**src/design/assert_macros.svh**
```systemverilog
// Assertion macros used by the markup tag stripper unit.
// No dependencies; the checks compile away when SYNTHESIS is defined.
`ifndef ASSERT_MACROS_SVH
`define ASSERT_MACROS_SVH
`ifndef SYNTHESIS
`define CHK_ASSERT(label, clk, rst_n, prop) \
	label: assert property (@(posedge clk) disable iff (!rst_n) prop) \
		else $error("assertion failed");
`define CHK_NEVER(label, clk, rst_n, prop) \
	label: assert property (@(posedge clk) disable iff (!rst_n) !(prop)) \
		else $error("forbidden condition seen");
`else
`define CHK_ASSERT(label, clk, rst_n, prop)
`define CHK_NEVER(label, clk, rst_n, prop)
`endif
`endif

```
**src/design/mkts_pkg.sv**
```systemverilog
// Types, character constants and match helpers for the markup tag stripper.
// No dependencies.
package mkts_pkg;

	typedef enum logic [2:0] {
		MODE_TEXT   = 3'd0,
		MODE_OPEN   = 3'd1,
		MODE_TAG    = 3'd2,
		MODE_CMT    = 3'd3,
		MODE_STYLE  = 3'd4,
		MODE_CLOSE  = 3'd5,
		MODE_SCRIPT = 3'd6
	} mode_t;

	localparam logic [7:0] CH_LT    = 8'h3C;
	localparam logic [7:0] CH_GT    = 8'h3E;
	localparam logic [7:0] CH_DASH  = 8'h2D;
	localparam logic [7:0] CH_SPACE = 8'h20;
	localparam logic [7:0] CH_TAB   = 8'h09;
	localparam logic [7:0] CH_LF    = 8'h0A;
	localparam logic [7:0] CH_CR    = 8'h0D;

	localparam int unsigned CMT_LEN        = 3;
	localparam int unsigned STYLE_LEN      = 5;
	localparam int unsigned SCRIPT_LEN     = 6;
	localparam int unsigned END_STYLE_LEN  = 7;
	localparam int unsigned END_SCRIPT_LEN = 8;

	// Bit positions in the candidate mask.
	localparam int unsigned CAND_CMT    = 0;
	localparam int unsigned CAND_STYLE  = 1;
	localparam int unsigned CAND_SCRIPT = 2;

	function automatic logic [7:0] to_lower(input logic [7:0] c);
		logic [7:0] r;
		r = c;
		if (c inside {[8'h41:8'h5A]}) begin
			r = c + 8'd32;
		end
		return r;
	endfunction

	function automatic logic is_space(input logic [7:0] c);
		return (c == CH_SPACE) || (c inside {[8'h09:8'h0D]});
	endfunction

	function automatic logic is_open_skip(input logic [7:0] c);
		return c inside {CH_SPACE, CH_TAB, CH_LF, CH_CR};
	endfunction

	// "!--"
	function automatic logic [7:0] cmt_char(input logic [2:0] idx);
		logic [7:0] r;
		case (idx)
			3'd0: r = 8'h21;
			3'd1: r = CH_DASH;
			3'd2: r = CH_DASH;
			default: r = 8'h00;
		endcase
		return r;
	endfunction

	// "style"
	function automatic logic [7:0] style_char(input logic [2:0] idx);
		logic [7:0] r;
		case (idx)
			3'd0: r = 8'h73;
			3'd1: r = 8'h74;
			3'd2: r = 8'h79;
			3'd3: r = 8'h6C;
			3'd4: r = 8'h65;
			default: r = 8'h00;
		endcase
		return r;
	endfunction

	// "script"
	function automatic logic [7:0] script_char(input logic [2:0] idx);
		logic [7:0] r;
		case (idx)
			3'd0: r = 8'h73;
			3'd1: r = 8'h63;
			3'd2: r = 8'h72;
			3'd3: r = 8'h69;
			3'd4: r = 8'h70;
			3'd5: r = 8'h74;
			default: r = 8'h00;
		endcase
		return r;
	endfunction

	// "</style"
	function automatic logic [7:0] end_style_char(input logic [2:0] idx);
		logic [7:0] r;
		case (idx)
			3'd0: r = CH_LT;
			3'd1: r = 8'h2F;
			3'd2: r = 8'h73;
			3'd3: r = 8'h74;
			3'd4: r = 8'h79;
			3'd5: r = 8'h6C;
			3'd6: r = 8'h65;
			default: r = 8'h00;
		endcase
		return r;
	endfunction

	// "</script"
	function automatic logic [7:0] end_script_char(input logic [2:0] idx);
		logic [7:0] r;
		case (idx)
			3'd0: r = CH_LT;
			3'd1: r = 8'h2F;
			3'd2: r = 8'h73;
			3'd3: r = 8'h63;
			3'd4: r = 8'h72;
			3'd5: r = 8'h69;
			3'd6: r = 8'h70;
			3'd7: r = 8'h74;
			default: r = 8'h00;
		endcase
		return r;
	endfunction

endpackage

```
**src/design/markup_tag_stripper_unit.sv**
```systemverilog
// Markup tag stripper: one input byte in, one result out per request.
// An accepted request waits in the input stage, then its result is registered.
// Throughput: one request per cycle unless rslt_ready stalls the result stage.
// Reset: arst_n clears both stages and returns the scanner to plain text.
// Depends on mkts_pkg and assert_macros.svh.
`include "assert_macros.svh"

module markup_tag_stripper_unit (
	input  logic       clk,
	input  logic       arst_n,
	input  logic       in_valid,
	output logic       in_ready,
	input  logic [7:0] in_char,
	input  logic       in_last,
	output logic       rslt_valid,
	input  logic       rslt_ready,
	output logic [7:0] out_char,
	output logic       out_valid,
	output logic       out_last
);

	// Input stage.
	logic       valid_s1;
	logic [7:0] char_s1;
	logic       last_s1;

	// Scanner state.
	mkts_pkg::mode_t mode_q;
	logic [2:0]      pos_q;
	logic [2:0]      cand_q;
	logic [1:0]      dash_q;
	logic            prev_space_q;

	// Result stage.
	logic       rslt_valid_q;
	logic [7:0] out_char_q;
	logic       out_valid_q;
	logic       out_last_q;

	mkts_pkg::mode_t n_mode;
	logic [2:0]      n_pos;
	logic [2:0]      n_cand;
	logic [1:0]      n_dash;
	logic            n_prev;
	logic [7:0]      o_char;
	logic            o_valid;

	logic [7:0] lc;
	logic [3:0] p_inc;
	logic       out_free;
	logic       adv_s1;

	assign out_free = !rslt_valid_q || rslt_ready;
	assign adv_s1   = valid_s1 && out_free;
	assign in_ready = !valid_s1 || out_free;
	assign lc       = mkts_pkg::to_lower(char_s1);
	assign p_inc    = {1'b0, pos_q} + 4'd1;

	// Next-state logic.
	always_comb begin
		n_mode = mode_q;
		n_pos  = pos_q;
		n_cand = cand_q;
		n_dash = dash_q;
		n_prev = prev_space_q;
		case (mode_q)
			mkts_pkg::MODE_OPEN: begin
				if (!(pos_q == 3'd0 && mkts_pkg::is_open_skip(char_s1))) begin
					if (!(pos_q < 3'(mkts_pkg::CMT_LEN) &&
					      char_s1 == mkts_pkg::cmt_char(pos_q))) begin
						n_cand[mkts_pkg::CAND_CMT] = 1'b0;
					end
					if (!(pos_q < 3'(mkts_pkg::STYLE_LEN) &&
					      lc == mkts_pkg::style_char(pos_q))) begin
						n_cand[mkts_pkg::CAND_STYLE] = 1'b0;
					end
					if (!(pos_q < 3'(mkts_pkg::SCRIPT_LEN) &&
					      lc == mkts_pkg::script_char(pos_q))) begin
						n_cand[mkts_pkg::CAND_SCRIPT] = 1'b0;
					end
					n_pos = p_inc[2:0];
					if (n_cand[mkts_pkg::CAND_CMT] && p_inc == 4'(mkts_pkg::CMT_LEN)) begin
						n_mode = mkts_pkg::MODE_CMT;
						n_dash = 2'd0;
						n_pos  = 3'd0;
					end else if (n_cand[mkts_pkg::CAND_STYLE] &&
					             p_inc == 4'(mkts_pkg::STYLE_LEN)) begin
						n_mode = mkts_pkg::MODE_STYLE;
						n_pos  = 3'd0;
					end else if (n_cand[mkts_pkg::CAND_SCRIPT] &&
					             p_inc == 4'(mkts_pkg::SCRIPT_LEN)) begin
						n_mode = mkts_pkg::MODE_SCRIPT;
						n_pos  = 3'd0;
					end else if (n_cand == 3'd0) begin
						n_mode = (char_s1 == mkts_pkg::CH_GT) ?
							mkts_pkg::MODE_TEXT : mkts_pkg::MODE_TAG;
						n_pos  = 3'd0;
					end
					if (n_mode != mkts_pkg::MODE_OPEN) begin
						n_cand = 3'd0;
					end
				end
			end
			mkts_pkg::MODE_TAG, mkts_pkg::MODE_CLOSE: begin
				if (char_s1 == mkts_pkg::CH_GT) begin
					n_mode = mkts_pkg::MODE_TEXT;
				end
			end
			mkts_pkg::MODE_CMT: begin
				if (char_s1 == mkts_pkg::CH_GT && dash_q == 2'd2) begin
					n_mode = mkts_pkg::MODE_TEXT;
					n_dash = 2'd0;
				end else if (char_s1 == mkts_pkg::CH_DASH) begin
					if (dash_q != 2'd2) begin
						n_dash = dash_q + 2'd1;
					end
				end else begin
					n_dash = 2'd0;
				end
			end
			mkts_pkg::MODE_STYLE: begin
				if (pos_q < 3'(mkts_pkg::END_STYLE_LEN) &&
				    lc == mkts_pkg::end_style_char(pos_q)) begin
					if (p_inc == 4'(mkts_pkg::END_STYLE_LEN)) begin
						n_pos  = 3'd0;
						n_mode = mkts_pkg::MODE_CLOSE;
					end else begin
						n_pos = p_inc[2:0];
					end
				end else begin
					n_pos = (char_s1 == mkts_pkg::CH_LT) ? 3'd1 : 3'd0;
				end
			end
			mkts_pkg::MODE_SCRIPT: begin
				if (lc == mkts_pkg::end_script_char(pos_q)) begin
					if (p_inc == 4'(mkts_pkg::END_SCRIPT_LEN)) begin
						n_pos  = 3'd0;
						n_mode = mkts_pkg::MODE_CLOSE;
					end else begin
						n_pos = p_inc[2:0];
					end
				end else begin
					n_pos = (char_s1 == mkts_pkg::CH_LT) ? 3'd1 : 3'd0;
				end
			end
			default: begin
				if (char_s1 == mkts_pkg::CH_LT) begin
					n_mode = mkts_pkg::MODE_OPEN;
					n_pos  = 3'd0;
					n_cand = 3'b111;
				end else if (mkts_pkg::is_space(char_s1)) begin
					n_prev = 1'b1;
				end else begin
					n_prev = 1'b0;
				end
			end
		endcase
	end

	// Output logic: only plain text produces bytes.
	always_comb begin
		o_char  = 8'd0;
		o_valid = 1'b0;
		case (mode_q)
			mkts_pkg::MODE_OPEN, mkts_pkg::MODE_TAG, mkts_pkg::MODE_CLOSE,
			mkts_pkg::MODE_CMT, mkts_pkg::MODE_STYLE, mkts_pkg::MODE_SCRIPT: begin
			end
			default: begin
				if (char_s1 == mkts_pkg::CH_LT) begin
					o_valid = 1'b0;
				end else if (mkts_pkg::is_space(char_s1)) begin
					if (!prev_space_q) begin
						o_valid = 1'b1;
						o_char  = mkts_pkg::CH_SPACE;
					end
				end else begin
					o_valid = 1'b1;
					o_char  = char_s1;
				end
			end
		endcase
	end

	always_ff @(posedge clk or negedge arst_n) begin
		if (!arst_n) begin
			valid_s1 <= 1'b0;
		end else if (in_ready) begin
			valid_s1 <= in_valid;
		end
	end

	always_ff @(posedge clk) begin
		if (in_ready && in_valid) begin
			char_s1 <= in_char;
			last_s1 <= in_last;
		end
	end

	// The last byte of a window returns the scanner to its reset state.
	always_ff @(posedge clk or negedge arst_n) begin
		if (!arst_n) begin
			mode_q       <= mkts_pkg::MODE_TEXT;
			pos_q        <= 3'd0;
			cand_q       <= 3'd0;
			dash_q       <= 2'd0;
			prev_space_q <= 1'b0;
		end else if (adv_s1) begin
			if (last_s1) begin
				mode_q       <= mkts_pkg::MODE_TEXT;
				pos_q        <= 3'd0;
				cand_q       <= 3'd0;
				dash_q       <= 2'd0;
				prev_space_q <= 1'b0;
			end else begin
				mode_q       <= n_mode;
				pos_q        <= n_pos;
				cand_q       <= n_cand;
				dash_q       <= n_dash;
				prev_space_q <= n_prev;
			end
		end
	end

	always_ff @(posedge clk or negedge arst_n) begin
		if (!arst_n) begin
			rslt_valid_q <= 1'b0;
		end else if (out_free) begin
			rslt_valid_q <= valid_s1;
		end
	end

	always_ff @(posedge clk) begin
		if (adv_s1) begin
			out_char_q  <= o_char;
			out_valid_q <= o_valid;
			out_last_q  <= last_s1;
		end
	end

	assign rslt_valid = rslt_valid_q;
	assign out_char   = out_char_q;
	assign out_valid  = out_valid_q;
	assign out_last   = out_last_q;

	`CHK_ASSERT(a_no_byte_is_zero, clk, arst_n,
		(rslt_valid && !out_valid) |-> (out_char == 8'd0))
	`CHK_ASSERT(a_last_resets_scan, clk, arst_n,
		(adv_s1 && last_s1) |=>
		(mode_q == mkts_pkg::MODE_TEXT && !prev_space_q && pos_q == 3'd0))
	`CHK_ASSERT(a_stall_cause, clk, arst_n,
		!in_ready |-> (valid_s1 && rslt_valid && !rslt_ready))
	`CHK_NEVER(a_cand_outside_open, clk, arst_n,
		(cand_q != 3'd0) && (mode_q != mkts_pkg::MODE_OPEN))
	`CHK_NEVER(a_dash_outside_cmt, clk, arst_n,
		(dash_q != 2'd0) && (mode_q != mkts_pkg::MODE_CMT))

endmodule
```
**config.mk**
```make
export PLATFORM = sky130hd
export DESIGN_NAME = markup_tag_stripper_unit
export DESIGN_NICKNAME = d
export VERILOG_FILES = /design/src/design/mkts_pkg.sv /design/src/design/markup_tag_stripper_unit.sv
export VERILOG_INCLUDE_DIRS = /design/src /design/src/design
export SDC_FILE = /design/constraint.sdc
export NUM_CORES = 1
export LEC_CHECK = 0
export BUFFER_PORTS_ARGS = -buffer_cell sky130_fd_sc_hd__clkbuf_2
export CAP_MARGIN = 10
export CORE_MARGIN = 8
export CORE_UTILIZATION = 45
export CTS_BUF_LIST = sky130_fd_sc_hd__clkbuf_8
export DETAILED_ROUTE_END_ITERATION = 8
export GPL_ROUTABILITY_DRIVEN = 1
export PLACE_DENSITY = 0.73
export SYNTH_ARGS = -nofsm -noshare
export SYNTH_HDL_FRONTEND = slang
export SYNTH_SLANG_ARGS = --single-unit
```
**constraint.sdc**
```tcl
create_clock -name clk -period 5.4 [get_ports clk]
set_clock_uncertainty 0.2 [all_clocks]
set_input_delay 1.08 -clock clk [delete_from_list [all_inputs] [get_ports clk]]
set_output_delay 1.08 -clock clk [all_outputs]
set_load 0.02 [all_outputs]
```
==> results of run 1 <==
==> through the flow <==
step                      std cells   util  power [mW]
after floorplan                 321      -       0.535
after global placement          397  0.468       0.590
after detailed placement        397  0.468       0.596
after CTS                       405  0.481       0.776
after global routing            405  0.481       0.823
final                           405  0.481       0.770
==> final cells by class <==
class / instances / area, um2 / area share
clock buffers: 5 / 68.8 / 0.0229
clock inverters: 3 / 12.5 / 0.00417
inverters: 12 / 45.0 / 0.0150
multi-input cells: 251 / 1740 / 0.579
flip-flops and latches: 33 / 921 / 0.307
well taps: 77 / 96.3 / 0.0321
repair buffers: 24 / 120 / 0.0400
==> power breakdown <==
group          leakage, nW  total (mW)  internal (mW)  switching, mW
clock               0.0430       0.177         0.0867         0.0900
combinational        0.717       0.220         0.0922          0.128
sequential           0.365       0.372          0.316         0.0564
==> cells by family (layout without fill, tap and decap cells) <==
logic type	after synthesis	in the layout	share of synthesized area
adders and majority gates	9	9	0.0394
DFF	33	33	0.323
xor gates and xnor gates	14	14	0.0429
and+or+nand+nor	134	134	0.272
AOI/OAI and AO/OA	91	91	0.243
muxes	3	3	0.0105
buffers and inverters	37	44	0.0697
==> final timing paths <==
kind | from | to | depth (start not counted)
setup / recovery | pos_q[2] | pos_q[0] | 10
hold / removal | dash_q[1] | dash_q[1] | 1
setup reg to reg | pos_q[2] | pos_q[0] | 10
hold reg to reg | dash_q[1] | dash_q[1] | 1
max in group asynchronous | arst_n | pos_q[2] | 1
min in group asynchronous | arst_n | cand_q[1] | 1
==> routing by layer <==
layer / part of all wire / vias to the layer above / GRT usage
met2: 0.50 / 76 / 0.278
met5: 0 / - / 0
met4: 0.017 / 0 / 0.0525
li1: - / 1210 / -
met3: 0.051 / 14 / 0.0299
met1: 0.43 / 1207 / 0.205
==> flip-flops by register name (all words and copies together), names as in the netlist <==
name,cells
prev_space_q,1
last_s1,1
mode_q,3
char_s1,8
rslt_valid,1
valid_s1,1
dash_q,2
cand_q,3
out_valid,1
pos_q,3
out_char,8
out_last,1
==> worst register-to-register path, stage by stage (launching register included) <==
cell and delay, ns:
sky130_fd_sc_hd__dfrtp_1 0.90, sky130_fd_sc_hd__inv_1 0.30, sky130_fd_sc_hd__ha_1 0.41, sky130_fd_sc_hd__xor2_1 0.21
sky130_fd_sc_hd__a2111oi_4 0.32, sky130_fd_sc_hd__nand4b_2 0.16, sky130_fd_sc_hd__a2111oi_4 0.39, sky130_fd_sc_hd__nand4b_2 0.18
sky130_fd_sc_hd__and4b_4 0.29, sky130_fd_sc_hd__o311ai_1 0.27, sky130_fd_sc_hd__nand3_1 0.12
==> cell usage after synthesis (4+ instances only) <==
master / n
sky130_fd_sc_hd__nand3b_1: 5
sky130_fd_sc_hd__nand4_1: 9
sky130_fd_sc_hd__o211ai_1: 4
sky130_fd_sc_hd__or3_1: 4
sky130_fd_sc_hd__edfxtp_1: 19
sky130_fd_sc_hd__buf_6: 4
sky130_fd_sc_hd__nor2b_1: 8
sky130_fd_sc_hd__ha_1: 9
sky130_fd_sc_hd__xor2_1: 6
sky130_fd_sc_hd__dfrtp_1: 14
sky130_fd_sc_hd__buf_4: 6
sky130_fd_sc_hd__nand2b_1: 10
sky130_fd_sc_hd__nor2_1: 26
sky130_fd_sc_hd__a21oi_1: 18
sky130_fd_sc_hd__nand2_1: 21
sky130_fd_sc_hd__xnor2_1: 8
sky130_fd_sc_hd__a211oi_1: 4
sky130_fd_sc_hd__and2_1: 11
sky130_fd_sc_hd__nor3_1: 6
sky130_fd_sc_hd__inv_1: 12
sky130_fd_sc_hd__o21ai_0: 18
sky130_fd_sc_hd__buf_2: 6
sky130_fd_sc_hd__clkbuf_1: 9
sky130_fd_sc_hd__nor4_1: 7
sky130_fd_sc_hd__a21o_1: 7
sky130_fd_sc_hd__nand3_1: 9
==> results.txt, run 1 <==
For the routed wire length, the log shows 6.91 mm. The critical path is of the reg2reg type. The number of antenna violations at the first check in global routing is 0, and the slew of the pin with the lowest slew margin is 0.854 ns. The largest total area in the synthesized netlist belongs to sky130_fd_sc_hd__edfxtp_1. The logs give 0 for the quantity of hold-fixing buffers added after cts and 0 for the antenna violation net count after detailed routing. The final number of max-transition violations is 0. Counting flops with a built-in enable in the synthesized netlist gives 19. The total global routing overflow is 0.

On the critical path, the stage with the largest delay is an instance of sky130_fd_sc_hd__dfrtp_1. The fraction of the cycle the final worst path needs was 0.717; the post-cts resize count was 0. The buffering stage count on the worst path with inverters included works out to 1. The flow ran to the end, and the final reports show no timing, DRC or antenna violations. The critical path's largest stage delay was 0.90 ns; the internal reg-to-reg setup slack was 1.53 ns. Leaving out fill and tap cells, the most frequent cells in the layout are sky130_fd_sc_hd__nor2_1 (26), sky130_fd_sc_hd__clkbuf_2 (24), sky130_fd_sc_hd__nand2_1 (21), sky130_fd_sc_hd__edfxtp_1 (19). The largest net degree at the start of global routing was 31; the height of the die was 95.7 um.

The first global-routing pass estimated 12.1 mm of wire. Reported leakage power: 1.13 nW. TritonCTS built the clock tree. The run gives 0.28 ns as the latest clock arrival within the worst-skew pair. The run gives 5.08 mm as the total half-perimeter wirelength after legalization and detailed placement. Setup violations remaining at the end of the flow were counted as 0. The worst setup path is captured at a flip-flop. No sink is reached through more buffers than the 2 on the longest clock path. The number of remaining DRC errors came out at 0.

The critical path goes through inv_1 -> ha_1 -> xor2_1 -> a2111oi_4 -> nand4b_2 -> a2111oi_4 -> nand4b_2 -> and4b_4 -> o311ai_1 -> nand3_1. The count of inserted antenna diode cells is 0. The tightest min-delay check is of the reg2reg type. In this run the core area contains 29 standard-cell rows.

The final worst setup slack is 1.53 ns, and the area share of the largest cell type after synthesis is 0.200. The final layout contains 349 nets. After synthesis the cells add up to 0.00286 mm2. Dividing the synthesized area by the synthesized cell count gives 8.89 um2. The relative max-transition margin is 0.431. The filler cells instantiated in the layout total 600. The tools report the post-synthesis sequential area ratio as 0.323. The run gives 0 as the number of failing hold endpoints at the final stage.

The finished cells cover 0.00300 mm2. The tools report the via count of the routed design as 2507. Setup repair after global routing left no endpoint under its margin. The register bit total from synthesis is 33. After clock tree synthesis, the clock-pin slew on the worst setup and hold paths is 0.07 ns. The kind of cell adding the most delay to the critical path was compound AO/OA/AOI/OAI gates. Routability-driven placement finished with a final weighted congestion of 0.915. The type of origin of the critical path is a flip-flop.

During synthesis, Yosys emitted a total of 0 warnings. In this run the standard cell core region covers 0.00624 mm2. For the worst setup path, the data required time is 5.35 ns. For the number of global-route vias before repair, the log shows 2491.

After technology mapping, the gate count stands at 321. The die area was 0.00915 mm2; the detailed-router iteration count before antenna repair was 4. The final worst hold slack came out at 0.284 ns.

The initial cell density of the core came out at 0.457. The area growth from synthesis to layout is 5.04%, and the largest vdd supply drop is 0.180 mV. The setup TNS was 0 ns; the fraction of synthesis flops using an asynchronous set or reset pin was 0.424. The total CTS buffers was 5. The overall track demand over capacity in global routing is 0.164, and the CTS sink count is 33. In this run the cell area measured after placement is 0.00292 mm2. The number of nets in the synthesized netlist is 343. Number of violations of the max-capacitance limit: 0.

For this block, the initial DRC count from the detailed router was 202. Post-CTS timing repair inserted 0 buffers for setup. Counting I/O delays and the setup requirement, the final critical path takes 3.87 ns. CTS placed an instance of sky130_fd_sc_hd__clkbuf_8 at the clock tree root. By area the synthesized netlist is led by sky130_fd_sc_hd__edfxtp_1 (20%), sky130_fd_sc_hd__dfrtp_1 (12%), sky130_fd_sc_hd__ha_1 (3.9%), sky130_fd_sc_hd__nor2_1 (3.4%), sky130_fd_sc_hd__a21oi_1 (3.2%).

Most used flip-flop cell after synthesis: sky130_fd_sc_hd__edfxtp_1. In this run the number of H-tree levels came out at 2. The count of buffers added on input and output ports is 24. Timing would allow up to 0.258 GHz. In this run the worst path has a maximum fanout of 30.

The pre-CTS setup slack is 1.56 ns, and the count of boundary I/O pins is 25. Power spread over the standard cell area amounts to 257 mW/mm2. Data arrives at the worst endpoint at 3.83 ns. Using the TritonRoute via totals, the vias-per-cell ratio works out to 6.19. The mean routed wirelength per cell is 17.1 um. Share of final-layout standard cells stronger than drive strength 1: 0.165.

The library cell used most frequently in the layout, excluding fill and tap cells, is sky130_fd_sc_hd__nor2_1. After synthesis, the netlist uses 64 different library cells. The floorplan step set the die width to 95.7 um.
(Power assumes the default switching activity.)
==> run 2, diff against run 1 <==
clock period = 4 ns   (was 5.4 ns; I/O delays follow)
==> results.txt, run 2 (synthesis gave the netlist of run 1 again) <==
The run finished with clean final reports. The relative max-transition margin is 0.553 (was 0.431). The number of failing hold endpoints at the final stage is 0 (unchanged). TritonCTS built the clock tree. The clock network power share is 0.243 (was 0.230). The run gives 5 (unchanged) as the total CTS buffers. Clock tree root buffer cell: sky130_fd_sc_hd__clkbuf_8 (unchanged). The critical path's largest stage delay was 0.61 ns (was 0.90 ns); the number of antenna violations at the first check in global routing was 0 (unchanged). The share of final-layout standard cells stronger than drive strength 1 is 0.178 (was 0.165), and the final net count is 352 (was 349). The height of the die works out to 95.7 um (unchanged). The tools report the largest vdd supply drop as 0.321 mV (was 0.180 mV).

The worst hold path class was in2async (was reg2reg). Buffering stage count on the worst path with inverters included: 0 (was 1). The end-of-flow core utilization is 0.487 (was 0.481), and the total half-perimeter wirelength after legalization and detailed placement is 5.23 mm (was 5.08 mm). The CTS H-tree depth was 2 (unchanged); the count of endpoints failing setup in the final report was 0 (unchanged). The kind of cell adding the most delay to the critical path is compound AO/OA/AOI/OAI gates (unchanged). The reported leakage power was 1.15 nW (was 1.13 nW); the number of global-route vias before repair was 2455 (was 2491). The internal portion of total power was 687 uW (was 495 uW). Kind of critical path: reg2reg (unchanged). The slowest cell on the critical path is sky130_fd_sc_hd__dfrtp_1 (unchanged). The count of port buffers added during placement came out at 24 (unchanged). The routed wire length came out at 6.97 mm (was 6.91 mm). First element of the critical path: pos_q[0] (was pos_q[2]).

The number of violations of the max-capacitance limit was 0 (unchanged). The run gives 0 (unchanged) as the post-cts resize count. Launch instance of the worst register-to-register path: pos_q[0] (was pos_q[2]). The run gives 0.473 (was 0.484) as the sequential fraction of design power.

The logs give 33 (unchanged) for the CTS sink count and 4 (unchanged) for the detailed-router iteration count before antenna repair. The number of buffers on the longest clock path came out at 2 (unchanged). The switching portion of total power works out to 0.350 (was 0.357). The type of origin of the critical path is a flip-flop (unchanged). The largest net degree at the start of global routing was 30 (was 31); the width of the chip was 95.7 um (unchanged). The overall track demand over capacity in global routing was 0.161 (was 0.164). The area growth from synthesis to layout was 6.44% (was 5.04%); the total global routing overflow was 0 (unchanged). The count of inserted antenna diode cells came out at 0 (unchanged). The net switching power is 369 uW (was 274 uW).

For the relative contribution of combinational cells to total power, the log shows 0.284 (was 0.286). Data arrival time at the worst-slack endpoint: 3.63 ns (was 3.83 ns). The logs give 25 (unchanged) for the count of boundary I/O pins and 408 (was 405) for the count of placed standard cells in the final layout, fillers left out. The row count was 29 (unchanged); the antenna violation net count after detailed routing was 0 (unchanged).

The final number of max-transition violations was 0 (unchanged); the number of cells after detailed placement was 400 (was 397). The largest driver fanout on the critical path is 14 (was 30). Critical path endpoint category: a flip-flop (unchanged).

The latest clock arrival within the worst-skew pair was 0.28 ns (about the same); the die area was 0.00915 mm2 (unchanged). The run gives 0.909 (was 0.915) as the routability congestion estimate. The tools report the area inside the core boundary as 0.00624 mm2 (unchanged).

The tools report the quantity of hold-fixing buffers added after cts as 0 (unchanged). The mean routed wirelength per cell was 17.1 um (about the same). For the final worst hold slack, the log shows 0.217 ns (was 0.284 ns). Commonest cells after routing, fill and taps aside: sky130_fd_sc_hd__nor2_1 (26), sky130_fd_sc_hd__clkbuf_2 (24), sky130_fd_sc_hd__nand2_1 (21), sky130_fd_sc_hd__edfxtp_1 (19) (unchanged). The critical path data required time came out at 3.95 ns (was 5.35 ns). The maximum clock rate was 0.272 GHz (was 0.258 GHz); the post-CTS repair timing setup buffer count was 0 (unchanged). Worst-path cell chain: ha_1 -> ha_1 -> xor2_1 -> a2111oi_4 -> nand4b_2 -> a2111oi_4 -> nand4b_2 -> and4b_4 -> o311ai_1 -> nand3_1 (was inv_1 -> ha_1 -> xor2_1 -> a2111oi_4 -> nand4b_2 -> a2111oi_4 -> nand4b_2 -> and4b_4 -> o311ai_1 -> nand3_1). The number of remaining DRC errors is 0 (unchanged), and the fraction of the cycle the final worst path needs is 0.919 (was 0.717). The clock transition at the registers of the reported paths came out at 0.07 ns (about the same). For the via count of the routed design, the log shows 2493 (was 2507). The slew of the pin with the lowest slew margin was 0.671 ns (was 0.854 ns).

Setup repair after global routing left no endpoint under its margin. The tools report the initial detailed-routing violation count as 264 (was 202). The setup TNS is 0 ns (unchanged), and the power per cell area is 348 mW/mm2 (was 257 mW/mm2). The minimum period implied by the final worst setup slack was 3.68 ns (was 3.87 ns).

The most common cell after layout, fill and taps aside is sky130_fd_sc_hd__nor2_1 (unchanged). The post-detailed-route via-to-cell ratio is 6.11 (was 6.19). The initial cell density of the core is 0.457 (unchanged). The internal reg-to-reg setup slack was 0.32 ns (was 1.53 ns); the number of fillers in the final layout was 593 (was 600). The global-route wire length before repair was 11.6 mm (was 12.1 mm).
-- run 2: stage by stage --
stage | power [mW] | worst slack (ns) | area, um2
2_1_floorplan | 0.722 | 0.926 | 2860
3_3_place_gp | 0.797 | 0.528 | 2940
4_1_cts | 1.06 | 0.348 | 3030
5_1_grt | 1.12 | 0.127 | 3040
3_5_place_dp | 0.805 | 0.355 | 2940
6_report | 1.06 | 0.325 | 3040
-- run 2: worst paths after layout --
kind	endpoint	cells past startpoint
max	pos_q[0]	10
min reg2reg	dash_q[1]	1
max reg2reg	pos_q[0]	10
min	mode_q[2]	1
max in group asynchronous	pos_q[1]	1
min in group clk	dash_q[1]	1
-- run 2: area by class of cell --
type / count / area [um2] / share of cell area
multi-input cells: 251 / 1740 / 0.574
clock buffers: 6 / 82.6 / 0.0272
flip-flops and latches: 33 / 921 / 0.303
well taps: 77 / 96.3 / 0.0317
repair buffers: 27 / 143 / 0.0469
inverters: 12 / 45.0 / 0.0148
clock inverters: 2 / 7.51 / 0.00247
-- run 2: worst reg2reg max path, stage by stage, from the launching register on --
cell and delay, ns:
sky130_fd_sc_hd__dfrtp_1 0.61, sky130_fd_sc_hd__ha_1 0.37, sky130_fd_sc_hd__ha_1 0.46, sky130_fd_sc_hd__xor2_1 0.18, sky130_fd_sc_hd__a2111oi_4 0.31, sky130_fd_sc_hd__nand4b_2 0.17, sky130_fd_sc_hd__a2111oi_4 0.39, sky130_fd_sc_hd__nand4b_2 0.18
sky130_fd_sc_hd__and4b_4 0.28, sky130_fd_sc_hd__o311ai_1 0.28, sky130_fd_sc_hd__nand3_1 0.12
-- run 2: routing by layer --
metal / routed length [um] / part of all wire / vias up / global-route usage
met5: 0 / 0 / - / 0
met4: 140 / 0.020 / 0 / 0.0602
met3: 338 / 0.049 / 15 / 0.0283
met2: 3440 / 0.49 / 74 / 0.275
met1: 3040 / 0.44 / 1190 / 0.196
li1: - / - / 1214 / -
-- run 2: power by group through the flow --
stage	clock [mW]	combinational [mW]	sequential, mW
global route	0.274	0.334	0.507
finish	0.256	0.300	0.500
floorplan	0	0.242	0.481
global placement	0	0.294	0.503
detailed placement	0	0.300	0.504
CTS	0.263	0.301	0.497
==> run 3, diff against run 2 <==
CORE_UTILIZATION = 60   (was 45)
PLACE_DENSITY = 0.9   (was 0.73)
==> results.txt, run 3 (synthesis gave the netlist of run 1 again) <==
The run finished with clean final reports. The global-route wire length before repair was 11.6 mm (about the same). The internal portion of total power was 690 uW (was 687 uW); the buffering stage count on the worst path with inverters included was 1 (was 0). The clock tree root buffer cell was sky130_fd_sc_hd__clkbuf_8 (unchanged). The initial detailed-routing violation count was 328 (was 264). The critical path's largest stage delay was 0.54 ns (was 0.61 ns).

Count of boundary I/O pins: 25 (unchanged). The reported leakage power is 1.16 nW (was 1.15 nW), and the number of buffers on the longest clock path is 2 (unchanged). The run gives 2412 (was 2455) as the number of global-route vias before repair.

Mean routed wirelength per cell: 18.1 um (was 17.1 um). Count of placed standard cells in the final layout, fillers left out: 386 (was 408). The logs give 0 (unchanged) for the number of violations of the max-capacitance limit and 0 (unchanged) for the post-CTS repair timing setup buffer count.

The height of the die came out at 85.0 um (was 95.7 um). The antenna violation net count after detailed routing was 0 (unchanged). The relative max-transition margin is 0.485 (was 0.553), and the post-cts resize count is 0 (unchanged). Worst-path cell chain: inv_1 -> ha_1 -> nor3_2 -> or4_1 -> a221oi_2 -> a41o_1 -> nor2b_1 -> o21ai_0 -> o21bai_1 -> a21o_1 (was ha_1 -> ha_1 -> xor2_1 -> a2111oi_4 -> nand4b_2 -> a2111oi_4 -> nand4b_2 -> and4b_4 -> o311ai_1 -> nand3_1). Slowest cell on the critical path: sky130_fd_sc_hd__dfrtp_1 (unchanged).

The logs give 2 (unchanged) for the CTS H-tree depth and 5.12 mm (was 5.23 mm) for the total half-perimeter wirelength after legalization and detailed placement. The logs give 0.393 ns (was 0.325 ns) for the final worst setup slack and 0.249 (was 0.243) for the clock network power share. The fraction of the cycle the final worst path needs was 0.902 (was 0.919). Commonest cells after routing, fill and taps aside: sky130_fd_sc_hd__nor2_1 (26), sky130_fd_sc_hd__clkbuf_2 (24), sky130_fd_sc_hd__nand2_1 (21), sky130_fd_sc_hd__edfxtp_1 (19) (unchanged). The total CTS buffers is 5 (unchanged), and the count of port buffers added during placement is 24 (unchanged). The sequential fraction of design power is 0.468 (was 0.473), and the switching portion of total power is 0.353 (was 0.350). The type of origin of the critical path is a flip-flop (unchanged). Kind of critical path: reg2reg (unchanged). Critical path endpoint category: a flip-flop (unchanged). The area growth from synthesis to layout was 5.48% (was 6.44%); the critical path data required time was 3.99 ns (was 3.95 ns). The tools report the routed wire length as 6.99 mm (was 6.97 mm). The width of the chip was 85.0 um (was 95.7 um). For the maximum clock rate, the log shows 0.277 GHz (was 0.272 GHz). The slew of the pin with the lowest slew margin is 0.773 ns (was 0.671 ns). The largest net degree at the start of global routing is 30 (unchanged).

Most common cell after layout, fill and taps aside: sky130_fd_sc_hd__nor2_1 (unchanged). The routability congestion estimate was 0.935 (was 0.909). The run gives 0.39 ns (was 0.32 ns) as the internal reg-to-reg setup slack. The latest clock arrival within the worst-skew pair was 0.30 ns (was 0.28 ns); the cell area after placement was 0.00292 mm2 (was 0.00294 mm2).

The count of endpoints failing setup in the final report was 0 (unchanged); the detailed-router iteration count before antenna repair was 5 (was 4). The via count of the routed design was 2578 (was 2493). The total global routing overflow is 0 (unchanged), and the count of inserted antenna diode cells is 0 (unchanged).

The net switching power is 376 uW (was 369 uW). For the initial cell density of the core, the log shows 0.613 (was 0.457). The post-detailed-route via-to-cell ratio was 6.68 (was 6.11). The overall track demand over capacity in global routing was 0.197 (was 0.161); the row count was 25 (was 29). The area inside the core boundary came out at 0.00466 mm2 (was 0.00624 mm2).

The power per cell area works out to 354 mW/mm2 (was 348 mW/mm2). The worst hold path class is in2async (unchanged). The share of final-layout standard cells stronger than drive strength 1 was 0.178 (about the same); the CTS sink count was 33 (unchanged). The logs give 0 ns (unchanged) for the setup TNS and 0.00301 mm2 (was 0.00304 mm2) for the design area. For the data arrival time at the worst-slack endpoint, the log shows 3.59 ns (was 3.63 ns).

The relative contribution of combinational cells to total power came out at 0.283 (was 0.284). Setup repair after global routing left no endpoint under its margin. The final net count came out at 353 (was 352). The largest driver fanout on the critical path was 14 (unchanged); the quantity of hold-fixing buffers added after cts was 0 (unchanged). The number of failing hold endpoints at the final stage is 0 (unchanged). The kind of cell adding the most delay to the critical path was compound AO/OA/AOI/OAI gates (unchanged). For the number of cells after detailed placement, the log shows 378 (was 400). The clock transition at the registers of the reported paths was 0.07 ns (about the same).

The minimum period implied by the final worst setup slack works out to 3.61 ns (was 3.68 ns). The tools report the die area as 0.00722 mm2 (was 0.00915 mm2). The largest vdd supply drop is 0.290 mV (was 0.321 mV). The final number of max-transition violations was 0 (unchanged).

The logs give 0 (unchanged) for the number of remaining DRC errors and 0.463 ns (was 0.355 ns) for the pre-CTS setup slack. TritonCTS built the clock tree. Number of antenna violations at the first check in global routing: 0 (unchanged).
run 3: path summary, 6_finish.rpt:
| check | startpoint | end | cells after the start |
|---|---|---|---|
| worst max-delay path | pos_q[0] | dash_q[1] | 10 |
| worst min-delay path | arst_n | pos_q[1] | 1 |
| worst max register to register | pos_q[0] | dash_q[1] | 10 |
| worst min register to register | dash_q[1] | dash_q[1] | 1 |
| max in group asynchronous | arst_n | mode_q[2] | 1 |
| min in group clk | dash_q[1] | dash_q[1] | 1 |
run 3: layer usage:
metal	global-route usage	wire [um]	up-vias
li1	-	-	1209
met3	0.0405	550	28
met1	0.241	2870	1210
met2	0.310	3310	131
met4	0.125	252	0
met5	0	0	-
run 3: cell type report:
cell class | count | area [um2]
multi-input cells | 251 | 1740
fillers | 355 | 1650
flip-flops and latches | 33 | 921
repair buffers | 28 | 150
clock buffers | 6 | 82.6
well taps | 54 | 67.6
inverters | 12 | 45.0
clock inverters | 2 | 10.0
run 3: stage by stage:
stage / total power, mW / utilization / hold WS, ns
after floorplan: 0.722 / - / 0.253
after global placement: 0.791 / 0.626 / 0.266
after detailed placement: 0.802 / 0.626 / 0.273
after CTS: 1.06 / 0.646 / 0.209
after global routing: 1.12 / 0.646 / 0.226
final: 1.07 / 0.646 / 0.204
run 3: power groups by stage:
| stage | sequential, mW | clock [mW] | combinational [mW] |
|---|---|---|---|
| 2_1_floorplan | 0.481 | 0 | 0.242 |
| 3_3_place_gp | 0.501 | 0 | 0.290 |
| 3_5_place_dp | 0.504 | 0 | 0.298 |
| 4_1_cts | 0.496 | 0.269 | 0.299 |
| 5_1_grt | 0.506 | 0.282 | 0.335 |
| 6_report | 0.498 | 0.266 | 0.301 |
run 3: worst reg2reg max path, delay by kind of cell (launching register included):
family / cells / cell delay, ns
AOI/OAI and AO/OA: 5 / 1.24
adders and majority gates: 1 / 0.54
buffers and inverters: 1 / 0.22
DFF: 1 / 0.54
and+or+nand+nor: 3 / 0.76
